$ cat src/rtl/ufc_pkg.sv
package ufc_pkg;

  // table geometry
  localparam int TABLE_ENTRIES = 1024;
  localparam int IDX_W         = $clog2(TABLE_ENTRIES);
  localparam int KEY_W         = 32;
  localparam int CNT_W         = 32;

  localparam logic [IDX_W-1:0] IDX_LAST    = IDX_W'(TABLE_ENTRIES - 1);
  localparam logic [IDX_W:0]   ENTRIES_EXT = (IDX_W + 1)'(TABLE_ENTRIES);

  // frame qualification constants
  localparam logic [15:0] ETYPE_IPV4   = 16'h0800;
  localparam logic [7:0]  PROTO_UDP    = 8'd17;
  localparam logic [16:0] MIN_IP_LEN   = 17'd34;  // ethernet plus minimum ip header
  localparam logic [16:0] UDP_BASE_LEN = 17'd22;  // ethernet plus udp header

  localparam logic [CNT_W-1:0] THRESH_RESET = CNT_W'(50);
  localparam logic [CNT_W-1:0] COUNT_MAX    = '1;
  localparam logic [CNT_W-1:0] COUNT_ONE    = CNT_W'(1);

  typedef logic [IDX_W-1:0] idx_t;

  typedef enum logic [2:0] {
    ST_CLEAR,
    ST_IDLE,
    ST_READ,
    ST_CHECK,
    ST_EMIT
  } state_t;

  typedef enum logic [1:0] {
    RES_NONE,
    RES_HIT,
    RES_NEW,
    RES_DROP
  } res_sel_t;

  typedef struct packed {
    logic             valid;
    logic [KEY_W-1:0] key;
    logic [CNT_W-1:0] count;
  } entry_t;

  // controller to datapath
  typedef struct packed {
    logic     clr;
    logic     load;
    logic     rd;
    logic     step;
    logic     res_wr;
    res_sel_t res_sel;
    logic     out_load;
  } cmd_t;

  // datapath to controller
  typedef struct packed {
    logic clr_last;
    logic qual_in;
    logic hit;
    logic empty;
    logic probe_last;
    logic out_free;
  } stat_t;

  // xor fold of the source address onto the table index, reduced below the depth
  function automatic idx_t hash_key(logic [KEY_W-1:0] key);
    logic [IDX_W-1:0] h;
    logic [IDX_W:0]   hx;
    h = '0;
    for (int i = 0; i < KEY_W; i++) begin
      h[i % IDX_W] = h[i % IDX_W] ^ key[i];
    end
    hx = {1'b0, h};
    if (hx >= ENTRIES_EXT) begin
      hx = hx - ENTRIES_EXT;
    end
    return hx[IDX_W-1:0];
  endfunction

endpackage

$ cat src/rtl/ufc_ctrl.sv
module ufc_ctrl (
  input  logic           clk,
  input  logic           rst_n,
  input  logic           in_valid,
  output logic           in_stall,
  input  ufc_pkg::stat_t stat,
  output ufc_pkg::cmd_t  cmd
);
  import ufc_pkg::*;

  state_t state_r, state_nxt;

  always_ff @(posedge clk) begin
    if (!rst_n) begin
      state_r <= ST_CLEAR;
    end else begin
      state_r <= state_nxt;
    end
  end

  always_comb begin
    state_nxt   = state_r;
    cmd         = '0;
    cmd.res_sel = RES_NONE;
    in_stall    = 1'b1;
    case (state_r)
      ST_CLEAR: begin
        cmd.clr = 1'b1;
        if (stat.clr_last) begin
          state_nxt = ST_IDLE;
        end
      end
      ST_IDLE: begin
        in_stall = 1'b0;
        if (in_valid) begin
          cmd.load = 1'b1;
          if (stat.qual_in) begin
            state_nxt = ST_READ;
          end else begin
            cmd.res_wr  = 1'b1;
            cmd.res_sel = RES_NONE;
            state_nxt   = ST_EMIT;
          end
        end
      end
      ST_READ: begin
        cmd.rd    = 1'b1;
        state_nxt = ST_CHECK;
      end
      ST_CHECK: begin
        if (stat.hit) begin
          cmd.res_wr  = 1'b1;
          cmd.res_sel = RES_HIT;
          state_nxt   = ST_EMIT;
        end else if (stat.empty) begin
          cmd.res_wr  = 1'b1;
          cmd.res_sel = RES_NEW;
          state_nxt   = ST_EMIT;
        end else if (stat.probe_last) begin
          cmd.res_wr  = 1'b1;
          cmd.res_sel = RES_DROP;
          state_nxt   = ST_EMIT;
        end else begin
          cmd.step  = 1'b1;
          state_nxt = ST_READ;
        end
      end
      ST_EMIT: begin
        if (stat.out_free) begin
          cmd.out_load = 1'b1;
          state_nxt    = ST_IDLE;
        end
      end
      default: begin
        state_nxt = ST_CLEAR;
      end
    endcase
  end

endmodule

$ cat config.mk
export PLATFORM = sky130hd
export DESIGN_NAME = ufc_ctrl
export DESIGN_NICKNAME = d
export VERILOG_FILES = /design/src/rtl/ufc_pkg.sv /design/src/rtl/ufc_ctrl.sv
export SDC_FILE = /design/constraint.sdc
export NUM_CORES = 1
export LEC_CHECK = 0
export BUFFER_PORTS_ARGS = -buffer_cell sky130_fd_sc_hd__buf_4
export CAP_MARGIN = 30
export CORE_AREA = 2 2 39 41
export CTS_CLUSTER_SIZE = 20
export DETAILED_ROUTE_END_ITERATION = 10
export DIE_AREA = 0 0 41 43
export GPL_ROUTABILITY_DRIVEN = 0
export PLACE_DENSITY_LB_ADDON = 0.25
export SYNTH_ARGS = -nofsm -noshare
export SYNTH_HDL_FRONTEND = slang
export SYNTH_SLANG_ARGS = --single-unit
$ cat constraint.sdc
create_clock -name clk -period 2.9 [get_ports clk]
set_input_delay 0.58 -clock clk [delete_from_list [all_inputs] [get_ports clk]]
set_output_delay 0.58 -clock clk [all_outputs]
set_load 0.05 [all_outputs]
==> results.cfg <==
[drt]
drc_errors = 0
ant_nets = 0
wirelength_um = 693
dr_total_vias = 295
drtPass1Iterations = 4
routed_via_density = 4.40
drtIter0Drc = 2
wire_per_inst_um = 10.3

[place]
pre_cts_slack_ns = 0.999
portBuffers = 17
placed_area_sq_um = 389
dp.cells = 63
hpwl_um = 514

[global_routing]
grt_pass1_wl_mm = 1.10
grt_pass1_vias = 247
overflow = 0
grt_use_total_pct = 10.5
grt_max_degree = 12
antenna_found_initial = 0

[sta]
rsz0062_at_grt = no
hold_violations = 0
setup_tns_ns = 0
maxSlewHeadroom_pct = 77.0
period_share_pct = 70.4
setup_slack_ns = 0.857
setup_viol = 0
drv_slew = 0
worst_slew_pin_slew_ns = 0.340
fin_worst_skew_ns = 0.000506
max_freq_mhz = 489
holdWs_ns = 0.583
final.min_clock_period_ns = 2.04

[synthesis]
netlist_instances = 32
synth.top_cells.by_area = dfxtp_1 23%, o32ai_4 11%, nor2_1 10%
synth-xor-area-share_pct = 0
synth_fp_nets = 41
muxShareOfSynthArea_pct = 0
synth_cell_type_count = 19
yosysTopAreaCell = dfxtp_1
avgSynthCellArea_sq_um = 8.05
synth_top_area_share_pct = 23.3
yosysSeqAreaShare_pct = 23.3
synth_compound_area_share_pct = 21.4
synth_top_family_by_area = simple AND/OR/NAND/NOR gates
synth_fa_ha_area_share_pct = 0
ys_seq_elements = 3
synth-simple-area-share_pct = 47.6
yosysWarnings = 0
syn_area_sq_um = 258

[finish]
drive_above_1_share_pct = 45.1
utilization_pct = 30.0
largest_reg_flops = 3
final_area_sq_um = 415
largest-register = state_r
fillers = 163
fin_nets = 61
diodes = 0
largestRegisters = state_r x3
finalNonFillerCells = 67
syn2layout_area_growth_pct = 61.2

[clock_network]
root_buffer = clkbuf_4
postCtsHoldBufs = 0
cts_tree = done
post_cts_buffers = 0
clkLatencyLatePin_ns = 0.24
cts_buffers = 3
post_cts_resized = 0
cts_buffer_depth = 2
numClockSinks = 3
cts.clk_slew.worst_paths_ns = 0.04
htree_levels = 1

[die]
num_rows = 14
die_h_um = 43
initial_core_util_pct = 18.6
die_area_sq_um = 1760
chipWidth_um = 41
io_pins = 18
coreArea_sq_um = 1380

[pwr]
power.total_mw = 0.185
pwr_density_cell_nw_per_um2 = 445
ir_worst_vdd_mv = 0.184
power.leakage_nw = 0.180

[run]
cap_violations = 0

[critical_path]
critPathLaunchType = flop
cp.required_ns = 2.32
cp-end-kind = output port
r2r_cells = 3
criticalPathCategory = reg -> out
crit_path_max_fanout = 11
rr_startpoint = state_r[1]$_SDFFE_PN0P_
arrival_ns = 1.46
r2r_setup_slack_ns = 1.75
regToRegEndpoint = state_r[2]$_SDFFE_PN0P_

[worst_hold_path]
min_path_type = reg -> reg
hold_depth = 1
hp-start = state_r[2]$_SDFFE_PN0P_
hold_path_end = state_r[1]$_SDFFE_PN0P_

[run_status]
status = completed
## worst max-delay path by stage
stage,cells after the start,from,endpoint
after floorplan,1,stat[0],cmd[0]
after global placement,4,stat[2],cmd[3]
after detailed placement,4,stat[2],cmd[3]
after CTS,3,state_r[0]$_SDFFE_PN0P_,cmd[4]
after global routing,3,state_r[0]$_SDFFE_PN0P_,cmd[4]
final,3,state_r[0]$_SDFFE_PN0P_,cmd[4]
## cell usage after synthesis (all sizes together)
master / number
nor4: 1
a21oi: 1
nor3b: 2
nor2: 7
o21a: 1
dfxtp: 3
o32ai: 1
buf: 2
nand2: 3
nand3b: 1
nor4b: 2
inv: 1
o31a: 1
a31oi: 1
nor3: 3
or2: 1
nor4bb: 1
## per-layer routing
metal	vias up	part of all wire, %	track usage (%)
met5	-	0	0
met4	0	3.6	10.0
met3	4	18	8.38
met2	20	35	12.5
met1	117	43	10.8
li1	154	-	-
## report_power, final
| part | total, mW | internal (mW) | switching (mW) |
|---|---|---|---|
| logic | 0.0608 | 0.0241 | 0.0368 |
| clock network | 0.0740 | 0.0516 | 0.0224 |
| registers | 0.0501 | 0.0441 | 0.00595 |
| total | 0.185 | 0.120 | 0.0651 |
## cell type report
| cell class | count | area [sq um] | area share [%] |
|---|---|---|---|
| inverters | 1 | 3.75 | 0.904 |
| clock buffers | 4 | 26.3 | 6.33 |
| multi-input cells | 26 | 178 | 42.8 |
| flip-flops and latches | 3 | 60.1 | 14.5 |
| repair buffers | 17 | 128 | 30.7 |
| well taps | 16 | 20.0 | 4.82 |
## worst max-delay path, cell delays in order, from the launching register on
cell and delay, ns:
dfxtp_1 0.50, nand3b_1 0.26, nor4_1 0.23, buf_4 0.24
## cells in the final DEF (no fill, tap or decap), drive strengths merged, types with 2 or more instances in the layout
| cell | n |
|---|---|
| buf | 17 |
| nor2 | 7 |
| clkbuf | 4 |
| nand2 | 3 |
| dfxtp | 3 |
| nor3 | 3 |
| nor3b | 2 |
| nor4b | 2 |
## logic make-up after synthesis
group | Yosys count
buf+inv | 3
flops | 3
compound gates | 5
simple gates | 21
Power figures use the tool's default switching activity.
